==> src/rtl/spq_pkg.sv <==
// Shared types, widths and codes of the severity priority queue.
package spq_pkg;

  // Store size and derived count width
  localparam int QUEUE_DEPTH = 16;
  localparam int CNT_W       = $clog2(QUEUE_DEPTH + 1);

  // Field widths
  localparam int OP_W     = 1;
  localparam int ID_W     = 16;
  localparam int INJ_W    = 3;
  localparam int PEOPLE_W = 16;
  localparam int PRIO_W   = 7;
  localparam int OCC_W    = 5;
  localparam int STATUS_W = 3;
  localparam int SUM_W    = PEOPLE_W + 1;

  // Priority arithmetic constants
  localparam logic [PRIO_W-1:0] PRIO_CAP      = 7'd100;
  localparam logic [3:0]        INJURY_WEIGHT = 4'd10;
  localparam logic [INJ_W-1:0]  INJURY_MIN    = 3'd1;
  localparam logic [INJ_W-1:0]  INJURY_MAX    = 3'd5;
  localparam logic [ID_W-1:0]   FIRST_NUMBER  = 16'd1;

  // Request kinds
  typedef enum logic [OP_W-1:0] {
    OP_REPORT = 1'b0,
    OP_SERVE  = 1'b1
  } op_t;

  // Result status codes
  typedef enum logic [STATUS_W-1:0] {
    ST_ACCEPTED   = 3'd0,
    ST_SERVED     = 3'd1,
    ST_EMPTY      = 3'd2,
    ST_FULL       = 3'd3,
    ST_BAD_INJURY = 3'd4
  } status_t;

  // One stored entry
  typedef struct packed {
    logic [PRIO_W-1:0] prio;
    logic [ID_W-1:0]   victim;
    logic [ID_W-1:0]   number;
  } entry_t;

  // Command from the control stage to the sorted store
  typedef struct packed {
    logic   ins;
    logic   pop;
    entry_t entry;
  } store_cmd_t;

endpackage

==> src/rtl/spq_prio.sv <==
// Priority computation and injury level check for an incoming report.
module spq_prio (
  input  logic [spq_pkg::INJ_W-1:0]    injury_level,
  input  logic [spq_pkg::PEOPLE_W-1:0] people_affected,
  output logic [spq_pkg::PRIO_W-1:0]   prio,
  output logic                         bad_injury
);
  import spq_pkg::*;

  logic [SUM_W-1:0] weighted;
  logic [SUM_W-1:0] sum;

  // injury * 10 + people, capped at 100
  assign weighted = SUM_W'(injury_level) * SUM_W'(INJURY_WEIGHT);
  assign sum      = weighted + SUM_W'(people_affected);
  assign prio     = (sum > SUM_W'(PRIO_CAP)) ? PRIO_CAP : sum[PRIO_W-1:0];

  // only levels 1 to 5 are valid
  assign bad_injury = (injury_level < INJURY_MIN) || (injury_level > INJURY_MAX);

endmodule

==> src/rtl/spq_store.sv <==
// Sorted register array: parallel-compare insert and pop from the head.
module spq_store (
  input  logic                      clk,
  input  logic                      rst_n,
  input  spq_pkg::store_cmd_t       cmd,
  output spq_pkg::entry_t           head,
  output logic [spq_pkg::CNT_W-1:0] count,
  output logic [spq_pkg::CNT_W-1:0] count_nxt
);
  import spq_pkg::*;

  entry_t                 slot_r   [QUEUE_DEPTH];
  entry_t                 slot_nxt [QUEUE_DEPTH];
  logic [QUEUE_DEPTH-1:0] ge;
  logic [CNT_W-1:0]       count_r;

  // slots holding an entry of equal or higher priority (a prefix)
  always_comb begin
    for (int i = 0; i < QUEUE_DEPTH; i++) begin
      ge[i] = (CNT_W'(i) < count_r) && (slot_r[i].prio >= cmd.entry.prio);
    end
  end

  // next contents: keep, take new word, shift down on insert, shift up on pop
  for (genvar g = 0; g < QUEUE_DEPTH; g++) begin : g_slot
    logic prev_ge;
    entry_t prev_e;
    entry_t next_e;

    if (g == 0) begin : g_first
      assign prev_ge = 1'b1;
      assign prev_e  = cmd.entry;
    end else begin : g_rest
      assign prev_ge = ge[g-1];
      assign prev_e  = slot_r[g-1];
    end

    if (g == QUEUE_DEPTH - 1) begin : g_last
      assign next_e = slot_r[g];
    end else begin : g_inner
      assign next_e = slot_r[g+1];
    end

    always_comb begin
      slot_nxt[g] = slot_r[g];
      if (cmd.ins && !ge[g]) begin
        slot_nxt[g] = prev_ge ? cmd.entry : prev_e;
      end else if (cmd.pop) begin
        slot_nxt[g] = next_e;
      end
    end
  end

  // occupancy after this command
  always_comb begin
    count_nxt = count_r;
    if (cmd.ins) begin
      count_nxt = count_r + CNT_W'(1);
    end else if (cmd.pop) begin
      count_nxt = count_r - CNT_W'(1);
    end
  end

  // payload slots need no reset
  always_ff @(posedge clk) begin
    for (int i = 0; i < QUEUE_DEPTH; i++) begin
      slot_r[i] <= slot_nxt[i];
    end
  end

  always_ff @(posedge clk) begin
    if (!rst_n) begin
      count_r <= '0;
    end else begin
      count_r <= count_nxt;
    end
  end

  assign head  = slot_r[0];
  assign count = count_r;

endmodule

==> src/rtl/severity_priority_queue.sv <==
// Top level of the severity priority queue: input stage, control, result register.
//
//   channel | handshake            | word
//   --------+----------------------+----------------------------------------------
//   input   | start, busy          | in_op, in_victim_id, in_injury_level,
//           |                      | in_people_affected
//   result  | out_valid (strobe)   | out_status, out_request_id, out_served_victim,
//           |                      | out_priority_res, out_occupancy
//
// One request is taken every cycle; busy is always low. Each word passes through the input
// register (priority already computed) and then through the sorted store update and the result
// register before its result appears.
// Reset (rst_n low, synchronous) empties the store and sets the next number to 1.
// The receiver cannot stall; out_valid is a one-cycle strobe.
module severity_priority_queue (
  input  logic                           clk,
  input  logic                           rst_n,
  input  logic                           start,
  output logic                           busy,
  input  logic [spq_pkg::OP_W-1:0]       in_op,
  input  logic [spq_pkg::ID_W-1:0]       in_victim_id,
  input  logic [spq_pkg::INJ_W-1:0]      in_injury_level,
  input  logic [spq_pkg::PEOPLE_W-1:0]   in_people_affected,
  output logic                           out_valid,
  output logic [spq_pkg::STATUS_W-1:0]   out_status,
  output logic [spq_pkg::ID_W-1:0]       out_request_id,
  output logic [spq_pkg::ID_W-1:0]       out_served_victim,
  output logic [spq_pkg::PRIO_W-1:0]     out_priority_res,
  output logic [spq_pkg::OCC_W-1:0]      out_occupancy
);
  import spq_pkg::*;

  logic               accept;
  logic [PRIO_W-1:0]  prio_in;
  logic               bad_in;

  // input register
  logic               in_valid_r;
  op_t                op_r;
  logic [ID_W-1:0]    victim_r;
  logic [PRIO_W-1:0]  prio_r;
  logic               bad_r;

  // control
  store_cmd_t         cmd;
  entry_t             head;
  logic [CNT_W-1:0]   count;
  logic [CNT_W-1:0]   count_nxt;
  logic [ID_W-1:0]    next_number_r;
  logic [ID_W-1:0]    next_number_nxt;
  status_t            status_nxt;
  logic [ID_W-1:0]    rid_nxt;
  logic [ID_W-1:0]    sv_nxt;
  logic [PRIO_W-1:0]  pr_nxt;

  // result register
  logic               res_valid_r;
  status_t            status_r;
  logic [ID_W-1:0]    rid_r;
  logic [ID_W-1:0]    sv_r;
  logic [PRIO_W-1:0]  pr_r;
  logic [OCC_W-1:0]   occ_r;

  assign busy   = 1'b0;
  assign accept = start && !busy;

  spq_prio u_prio (
    .injury_level    (in_injury_level),
    .people_affected (in_people_affected),
    .prio            (prio_in),
    .bad_injury      (bad_in)
  );

  // capture the request word
  always_ff @(posedge clk) begin
    if (!rst_n) begin
      in_valid_r <= 1'b0;
    end else begin
      in_valid_r <= accept;
    end
  end

  always_ff @(posedge clk) begin
    if (accept) begin
      op_r     <= op_t'(in_op);
      victim_r <= in_victim_id;
      prio_r   <= prio_in;
      bad_r    <= bad_in;
    end
  end

  // decide the outcome and drive the store
  always_comb begin
    cmd             = '0;
    cmd.entry.prio  = prio_r;
    cmd.entry.victim = victim_r;
    cmd.entry.number = next_number_r;
    next_number_nxt = next_number_r;
    status_nxt      = ST_EMPTY;
    rid_nxt         = '0;
    sv_nxt          = '0;
    pr_nxt          = '0;
    if (in_valid_r) begin
      if (op_r == OP_REPORT) begin
        if (bad_r) begin
          status_nxt = ST_BAD_INJURY;
        end else if (count == CNT_W'(QUEUE_DEPTH)) begin
          status_nxt = ST_FULL;
        end else begin
          cmd.ins         = 1'b1;
          status_nxt      = ST_ACCEPTED;
          rid_nxt         = next_number_r;
          pr_nxt          = prio_r;
          next_number_nxt = next_number_r + ID_W'(1);
        end
      end else begin
        if (count == '0) begin
          status_nxt = ST_EMPTY;
        end else begin
          cmd.pop    = 1'b1;
          status_nxt = ST_SERVED;
          rid_nxt    = head.number;
          sv_nxt     = head.victim;
          pr_nxt     = head.prio;
        end
      end
    end
  end

  spq_store u_store (
    .clk       (clk),
    .rst_n     (rst_n),
    .cmd       (cmd),
    .head      (head),
    .count     (count),
    .count_nxt (count_nxt)
  );

  // request numbering and result strobe
  always_ff @(posedge clk) begin
    if (!rst_n) begin
      next_number_r <= FIRST_NUMBER;
      res_valid_r   <= 1'b0;
    end else begin
      next_number_r <= next_number_nxt;
      res_valid_r   <= in_valid_r;
    end
  end

  // result word
  always_ff @(posedge clk) begin
    if (in_valid_r) begin
      status_r <= status_nxt;
      rid_r    <= rid_nxt;
      sv_r     <= sv_nxt;
      pr_r     <= pr_nxt;
      occ_r    <= OCC_W'(count_nxt);
    end
  end

  assign out_valid         = res_valid_r;
  assign out_status        = status_r;
  assign out_request_id    = rid_r;
  assign out_served_victim = sv_r;
  assign out_priority_res  = pr_r;
  assign out_occupancy     = occ_r;

`ifndef NO_ASSERTIONS
  // store never holds more than its depth
  a_count_bound: assert property (@(posedge clk) disable iff (!rst_n)
    count <= CNT_W'(QUEUE_DEPTH))
    else $error("store count above depth");

  // after a pop the store holds one fewer entry and is below its depth
  a_pop_count: assert property (@(posedge clk) disable iff (!rst_n)
    cmd.pop |=> (count == $past(count) - CNT_W'(1)) && (count != CNT_W'(QUEUE_DEPTH)))
    else $error("pop did not reduce count");

  // every accepted request yields a result strobe, via the input and result registers
  a_latency: assert property (@(posedge clk) disable iff (!rst_n)
    accept |=> ##1 out_valid)
    else $error("result strobe missing");

  // a full rejection only occurs with the store at capacity
  a_full: assert property (@(posedge clk) disable iff (!rst_n)
    (in_valid_r && status_nxt == ST_FULL) |-> (count == CNT_W'(QUEUE_DEPTH)) && !cmd.ins)
    else $error("full status with room left");
`endif

endmodule
==> config.mk <==
export PLATFORM = sky130hd
export DESIGN_NAME = severity_priority_queue
export DESIGN_NICKNAME = d
export VERILOG_FILES = /design/src/rtl/spq_pkg.sv /design/src/rtl/spq_prio.sv /design/src/rtl/spq_store.sv /design/src/rtl/severity_priority_queue.sv
export SDC_FILE = /design/constraint.sdc
export NUM_CORES = 2
export LEC_CHECK = 0
export ABC_CLOCK_PERIOD_IN_PS = 5050
export BUFFER_PORTS_ARGS = -buffer_cell sky130_fd_sc_hd__buf_2
export CORE_UTILIZATION = 57
export DETAILED_ROUTE_END_ITERATION = 8
export GPL_ROUTABILITY_DRIVEN = 0
export PLACE_DENSITY = 0.76
export SYNTH_ARGS = -nofsm -noshare
export SYNTH_HDL_FRONTEND = slang
export SYNTH_HIERARCHICAL = 1
export SYNTH_SLANG_ARGS = --single-unit
==> constraint.sdc <==
create_clock -name clk -period 5.05 [get_ports clk]
set_input_delay 0.505 -clock clk [delete_from_list [all_inputs] [get_ports clk]]
set_output_delay 0.505 -clock clk [all_outputs]
set_load 0.005 [all_outputs]
; ---- Word level (Yosys, flattened, before mapping)
; Memory sizes are Yosys's and may differ from the RTL's.
; Index checks and enable logic that the tools add are counted.
[op_classes]
muxes = 66
bitwise = 3
magnitude_cmp = 35
mul = 1
n_eq_ne = 1
add_sub_neg = 4
n_reduce_logical = 52
[ops]
columns = operator, n
row1 = 39-bit 2-to-1 mux, 46
row2 = 7-bit greater-or-equal comparator, 16
row3 = 16-bit 2-to-1 mux, 4
row4 = "4-bit by 5-bit < comparator with 1-bit output, first input constant", 8
row5 = 1-bit logical AND, 32
row6 = 7-bit 2-to-1 mux, 4
row7 = "3-bit by 5-bit < comparator with 1-bit output, first input constant", 4
row8 = 7-bit by 16-bit adder with 17-bit output, 1
row9 = "17-bit by 7-bit greater-than comparator with 1-bit output, second input constant", 1
row10 = "16-bit by 1-bit adder with 16-bit output, second input constant", 1
row11 = 1-bit logical NOT, 16
row12 = "1-bit by 5-bit < comparator with 1-bit output, first input constant", 2
row13 = "2-bit by 5-bit < comparator with 1-bit output, first input constant", 2
row14 = 5-bit 2-to-1 mux, 2
row15 = "3-bit by 3-bit multiplier with 6-bit output, second input constant", 1
row16 = 2-bit 2-to-1 mux, 3
row17 = 3-bit 2-to-1 mux, 2
row18 = "5-bit by 1-bit adder with 5-bit output, second input constant", 1
row19 = "5-bit == test, second input constant", 1
row20 = 5-bit logical NOT, 1
row21 = 1-bit 2-to-1 mux, 5
row22 = "5-bit by 1-bit subtractor with 5-bit output, second input constant", 1
row23 = 4-bit AND reduction, 1
row24 = "3-bit greater-than comparator, second input constant", 1
row25 = other kinds (4), 6
[totals]
mem_count = 1
output_inout_bits = 49
wordCells = 176
ramBits = 624
regBits = 95
[mem_list]
columns = memory, words, word_bits, read_ports, rd_ports_with_merged_regs, write_ports, line_no
row1 = u_store.slot_r, 16, 39, 16, 0, 16, spq_store.sv:12  ; entry_t slot_r [QUEUE_DEPTH];

; ---- Longest topological paths before layout
[logic_depth]
word_depth = 7
ltp_mapped = 12
ltp_nobuf = 10

; ---- Cells and area by module
; Netlist, hierarchy kept.
[modules_own_cells]
columns = module, instances, seq_area_each_um2, cells_per_inst, area_each_um2
row1 = spq_store, 1, 18838.1, 2913, 34071.4
row2 = severity_priority_queue, 1, 2522.4, 230, 3493.4
row3 = spq_prio, 1, 0.0, 83, 635.6

; ---- Worst setup path before layout
; OpenSTA, ideal clock, no wires.
[synth_timing]
path_type = reg-to-reg
from = register, netlist name in_valid_r
to = memory u_store/slot_r[1][273] in the netlist's numbering, enable pin
arrival_time_ps = 4680
path_stages_with_launch = 7
setup_slack_ps = -83
path_buffers = 2
required_ps = 4597
path_cell_list = dfxtp_1 or3b_4 a21oi_2 clkbuf_1 inv_1 clkbuf_1 o221ai_1
[synth_rtl]
columns = element, line_no
row1 = end: declaration, spq_store.sv:12

==> report_table.html <==
<table>
<tr><th>Metric</th><th>Value</th></tr>
<tr><th colspan="2">Run status</th></tr>
<tr><td>Outcome</td><td>complete, but fails checks</td></tr>
<tr><td>Violations in the final reports</td><td>design-rule violations</td></tr>
<tr><th colspan="2">Yosys</th></tr>
<tr><td>Proportion of synthesized chip area in sequential cells</td><td>55.9%</td></tr>
<tr><td>Synthesized Nets</td><td>roughly 3,400</td></tr>
<tr><td>Primary FF master, synth</td><td>sky130_fd_sc_hd__edfxtp_1</td></tr>
<tr><td>Number of synthesized flops with an enable pin</td><td>~700</td></tr>
<tr><td>Number of synthesized register bits</td><td>between 700 and 800</td></tr>
<tr><td>Number of standard cells after synthesis</td><td>around 3,200</td></tr>
<tr><td>Synth Cell Area</td><td>approximately 38,000 um2</td></tr>
<tr><td>Cell types with the largest area share after synthesis</td><td>sky130_fd_sc_hd__edfxtp_1 55%, sky130_fd_sc_hd__mux2i_1 13%, sky130_fd_sc_hd__a21oi_1 4.2%</td></tr>
<tr><td>Library cell occupying the most area in the post-synthesis netlist</td><td>sky130_fd_sc_hd__edfxtp_1</td></tr>
<tr><td>Count of yosys warnings during synthesis</td><td>6</td></tr>
<tr><td>Share of flip-flops with an asynchronous set or reset after synthesis</td><td>0%</td></tr>
<tr><td>Synth Area per Inst</td><td>between 10 and 15 um2</td></tr>
<tr><td>Count of different cell masters after synthesis</td><td>75</td></tr>
<tr><td>Area share of the largest cell type after synthesis</td><td>around 55%</td></tr>
<tr><th colspan="2">Timing</th></tr>
<tr><td>PnR worst setup slack</td><td>about 1.3 ns</td></tr>
<tr><td>Total Neg Setup Slack</td><td>0 ns</td></tr>
<tr><td>RSZ-0062 raised after global routing</td><td>no</td></tr>
<tr><td>Skew final</td><td>slightly above 0.03 ns</td></tr>
<tr><td>Slew of the pin with the lowest slew margin</td><td>1.09 ns</td></tr>
<tr><td>Final hold violation count</td><td>0</td></tr>
<tr><td>Achievable frequency</td><td>about 0.27 GHz</td></tr>
<tr><td>Worst max-slew margin expressed relative to the limit</td><td>27.6%</td></tr>
<tr><td>Worst hold margin</td><td>just under 0.05 ns</td></tr>
<tr><td>Final critical delay including setup and external delays</td><td>~3.7 ns</td></tr>
<tr><td>Endpoints failing setup</td><td>0</td></tr>
<tr><td>Max-slew violations</td><td>0</td></tr>
<tr><td>Final period util</td><td>74.0%</td></tr>
<tr><th colspan="2">Worst hold path</th></tr>
<tr><td>Worst min path class</td><td>input pin to flip-flop</td></tr>
<tr><td>Hold Path Stages</td><td>1</td></tr>
<tr><th colspan="2">Cells and area</th></tr>
<tr><td>Ratio of cells with drive above 1 in the final layout</td><td>approximately 15%</td></tr>
<tr><td>Total of fill cells in the finished design</td><td>just under 5,000</td></tr>
<tr><td>Final std cell area, no fill</td><td>between 40,000 and 50,000 um2</td></tr>
<tr><td>Post-layout net count</td><td>about 3,400</td></tr>
<tr><td>Area added between synthesis and finish</td><td>10.6%</td></tr>
<tr><td>Register Area</td><td>approximately 21,000 um2</td></tr>
<tr><td>Leading cell type in the layout, fill and taps excluded</td><td>sky130_fd_sc_hd__edfxtp_1</td></tr>
<tr><td>Multi-input gate area</td><td>15,900 um2</td></tr>
<tr><td>Total inserted antenna cells</td><td>0</td></tr>
<tr><td>Commonest cells after routing, fill and taps aside</td><td>696 x sky130_fd_sc_hd__edfxtp_1, 513 x sky130_fd_sc_hd__mux2i_1, 315 x sky130_fd_sc_hd__a21oi_1</td></tr>
<tr><th colspan="2">CTS</th></tr>
<tr><td>Number of hold buffers added after CTS</td><td>0</td></tr>
<tr><td>TritonCTS buffer count</td><td>78</td></tr>
<tr><td>Setup Fix Bufs, Post-CTS</td><td>0</td></tr>
<tr><td>Insertion delay to the later sink of the worst-skew pair</td><td>~0.63 ns</td></tr>
<tr><td>Maximum root-to-sink buffer count</td><td>3</td></tr>
<tr><td>TritonCTS clock tree</td><td>built</td></tr>
<tr><td># H-tree levels</td><td>3</td></tr>
<tr><td>Buffer type at the clock tree root</td><td>sky130_fd_sc_hd__clkbuf_16</td></tr>
<tr><td>Clock transition at the register clock pins on the worst setup and hold paths after CTS</td><td>0.06 ns</td></tr>
<tr><td>Gates resized, CTS repair</td><td>0</td></tr>
<tr><td>CTS sink cnt</td><td>between 700 and 800</td></tr>
<tr><th colspan="2">Pwr</th></tr>
<tr><td>Cell Pwr Density</td><td>between 300 and 400 nW/um2</td></tr>
<tr><td>Leakage</td><td>~0.015 uW</td></tr>
<tr><td>Total Power Consumption</td><td>14,100 uW</td></tr>
<tr><td>Maximum vdd ir drop</td><td>roughly 0.25 mV</td></tr>
<tr><th colspan="2">Critical path</th></tr>
<tr><td>R2R Setup Slk</td><td>1.31 ns</td></tr>
<tr><td>Arr. time, crit path</td><td>slightly above 4 ns</td></tr>
<tr><td>CP Max Fanout</td><td>20</td></tr>
<tr><td>Worst reg2reg path depth</td><td>10</td></tr>
<tr><td>Type of origin of the critical path</td><td>flip-flop</td></tr>
<tr><td>Required @ worst endpoint</td><td>about 5.4 ns</td></tr>
<tr><td>Sort of element at the end of the critical path</td><td>flip-flop</td></tr>
<tr><td>Startpoint-to-endpoint class of the critical path</td><td>flip-flop to flip-flop</td></tr>
<tr><th colspan="2">Routing</th></tr>
<tr><td>Iteration count of the initial detailed-routing pass</td><td>9</td></tr>
<tr><td>Post-detailed-route DRC marker count</td><td>6</td></tr>
<tr><td>Wire length reported by the detailed router</td><td>roughly 97,000 um</td></tr>
<tr><td>Number of nets with antenna violations after detailed routing</td><td>0</td></tr>
<tr><td>Routed wirelength normalized by instance count</td><td>23.3 um</td></tr>
<tr><td>DRC violation total after the first TritonRoute iteration</td><td>2,694</td></tr>
<tr><td>Vias</td><td>between 20,000 and 30,000</td></tr>
<tr><td>Post-detailed-route via-to-cell ratio</td><td>6.32</td></tr>
<tr><th colspan="2">Place</th></tr>
<tr><td>Setup slack after placement</td><td>about 1.4 ns</td></tr>
<tr><td>HPWL after detailed placement</td><td>~64,000 um</td></tr>
<tr><td>Area post-placement</td><td>roughly 40,000 um2</td></tr>
<tr><td>Quantity of I/O buffers inserted on ports</td><td>86</td></tr>
<tr><th colspan="2">Run</th></tr>
<tr><td>Count of maximum capacitance violations</td><td>0</td></tr>
<tr><th colspan="2">Global route</th></tr>
<tr><td>Via count of the first global-routing pass</td><td>26,173</td></tr>
<tr><td>Congestion Overflow GR</td><td>0</td></tr>
<tr><td>Antenna violations before repair</td><td>2</td></tr>
<tr><td>Global-route wire length before repair</td><td>150,000 um</td></tr>
<tr><td>Overall global routing resource usage</td><td>around 28%</td></tr>
<tr><td>Maximum number of pins on one net before global-route repair</td><td>around 80</td></tr>
<tr><th colspan="2">Floorplan</th></tr>
<tr><td>Area of the die</td><td>slightly below 70,000 um2</td></tr>
<tr><td>Initial Util</td><td>between 50% and 60%</td></tr>
<tr><td>Die span in y</td><td>261 um</td></tr>
<tr><td>I/O pin cnt</td><td>88</td></tr>
<tr><td>Core Footprint</td><td>~66,000 um2</td></tr>
<tr><td>Row cnt</td><td>94</td></tr>
<tr><td>Horizontal die dimension</td><td>261 um</td></tr>
</table>
critical path: stages (launching register included):
cell	delay [ns]
sky130_fd_sc_hd__edfxtp_1	0.37
sky130_fd_sc_hd__buf_4	0.22
sky130_fd_sc_hd__inv_1	0.57
sky130_fd_sc_hd__ha_1	0.29
sky130_fd_sc_hd__nor2_1	0.05
sky130_fd_sc_hd__nor2_1	0.09
sky130_fd_sc_hd__a211oi_1	0.17
sky130_fd_sc_hd__nor2_4	0.76
sky130_fd_sc_hd__buf_4	0.52
sky130_fd_sc_hd__mux2i_1	0.29
sky130_fd_sc_hd__a21oi_1	0.11
routing by layer:
metal	GRT usage (%)	vias to the layer above	share of wire (%)
li1	-	11981	-
met1	37.6	12932	41
met2	46.7	1255	47
met3	6.03	188	9.1
met4	9.52	4	2.8
met5	0	-	0.028
registers in the layout, indices dropped and copies added, names as in the netlist, 3 cells and up:
name,count
u_store/slot_r,624
next_number_r,16
out_request_id,16
out_served_victim,16
victim_r,16
out_priority_res,7
prio_r,7
out_occupancy,5
u_store/count,5
out_status,3
synthesized netlist by cell type, drive strengths merged (3+ instances only):
library cell / count
edfxtp: 696
mux2i: 513
a21oi: 321
nor2: 312
nand2: 282
o21ai: 282
mux2: 148
clkbuf: 135
ha: 125
buf: 101
inv: 33
nand2b: 30
and2: 25
a22o: 23
dfxtp: 23
nor3: 19
nand3: 17
a21o: 12
xnor2: 11
a211oi: 10
or2: 9
a2111oi: 8
and3: 8
a211o: 7
nand4: 7
and4: 6
o21a: 6
o211a: 5
o41a: 5
or4: 5
or3: 4
a31oi: 3
nor2b: 3
o31ai: 3
xor2: 3
logic make-up after synthesis:
family                   after synthesis  synth area share (%)
XOR/XNOR                              14                 0.321
flip-flops                           719                  55.9
adder cells (fa/ha/maj)              126                  4.15
other                                  1               0.00982
multiplexers                         661                  17.9
AND/OR/NAND/NOR                      733                  8.20
buffers and inverters                270                  3.17
AO/OA/AOI/OAI                        702                  10.3
where the power goes:
part / internal [uW] / switching, uW / total, uW
logic: 450 / 770 / 1220
clock network: 3440 / 2400 / 5840
registers: 6830 / 189 / 7020
total: 10700 / 3350 / 14100
cell type report:
cell class / count / area share (%)
clock buffers: 97 / 5.01
clock inverters: 45 / 1.11
inverters: 34 / 0.302
multi-input cells: 2237 / 37.6
flip-flops and latches: 719 / 50.5
well taps: 864 / 2.56
repair buffers: 173 / 2.86
path summary, 6_finish.rpt:
| kind | endpoint | startpoint |
|---|---|---|
| max | u_store/slot_r[1][123] | prio_r[2] |
| min | victim_r[11] | in_victim_id[11] |
| max reg2reg | u_store/slot_r[1][123] | prio_r[2] |
| min reg2reg | u_store/slot_r[1][261] | u_store/slot_r[1][300] |
metrics by stage:
stage          cells  utilization (%)
2_1_floorplan   3226                -
3_3_place_gp    4027             60.1
3_5_place_dp    4027             60.1
4_1_cts         4169             64.0
5_1_grt         4169             64.0
6_report        4169             64.0
(Power assumes the default switching activity.)
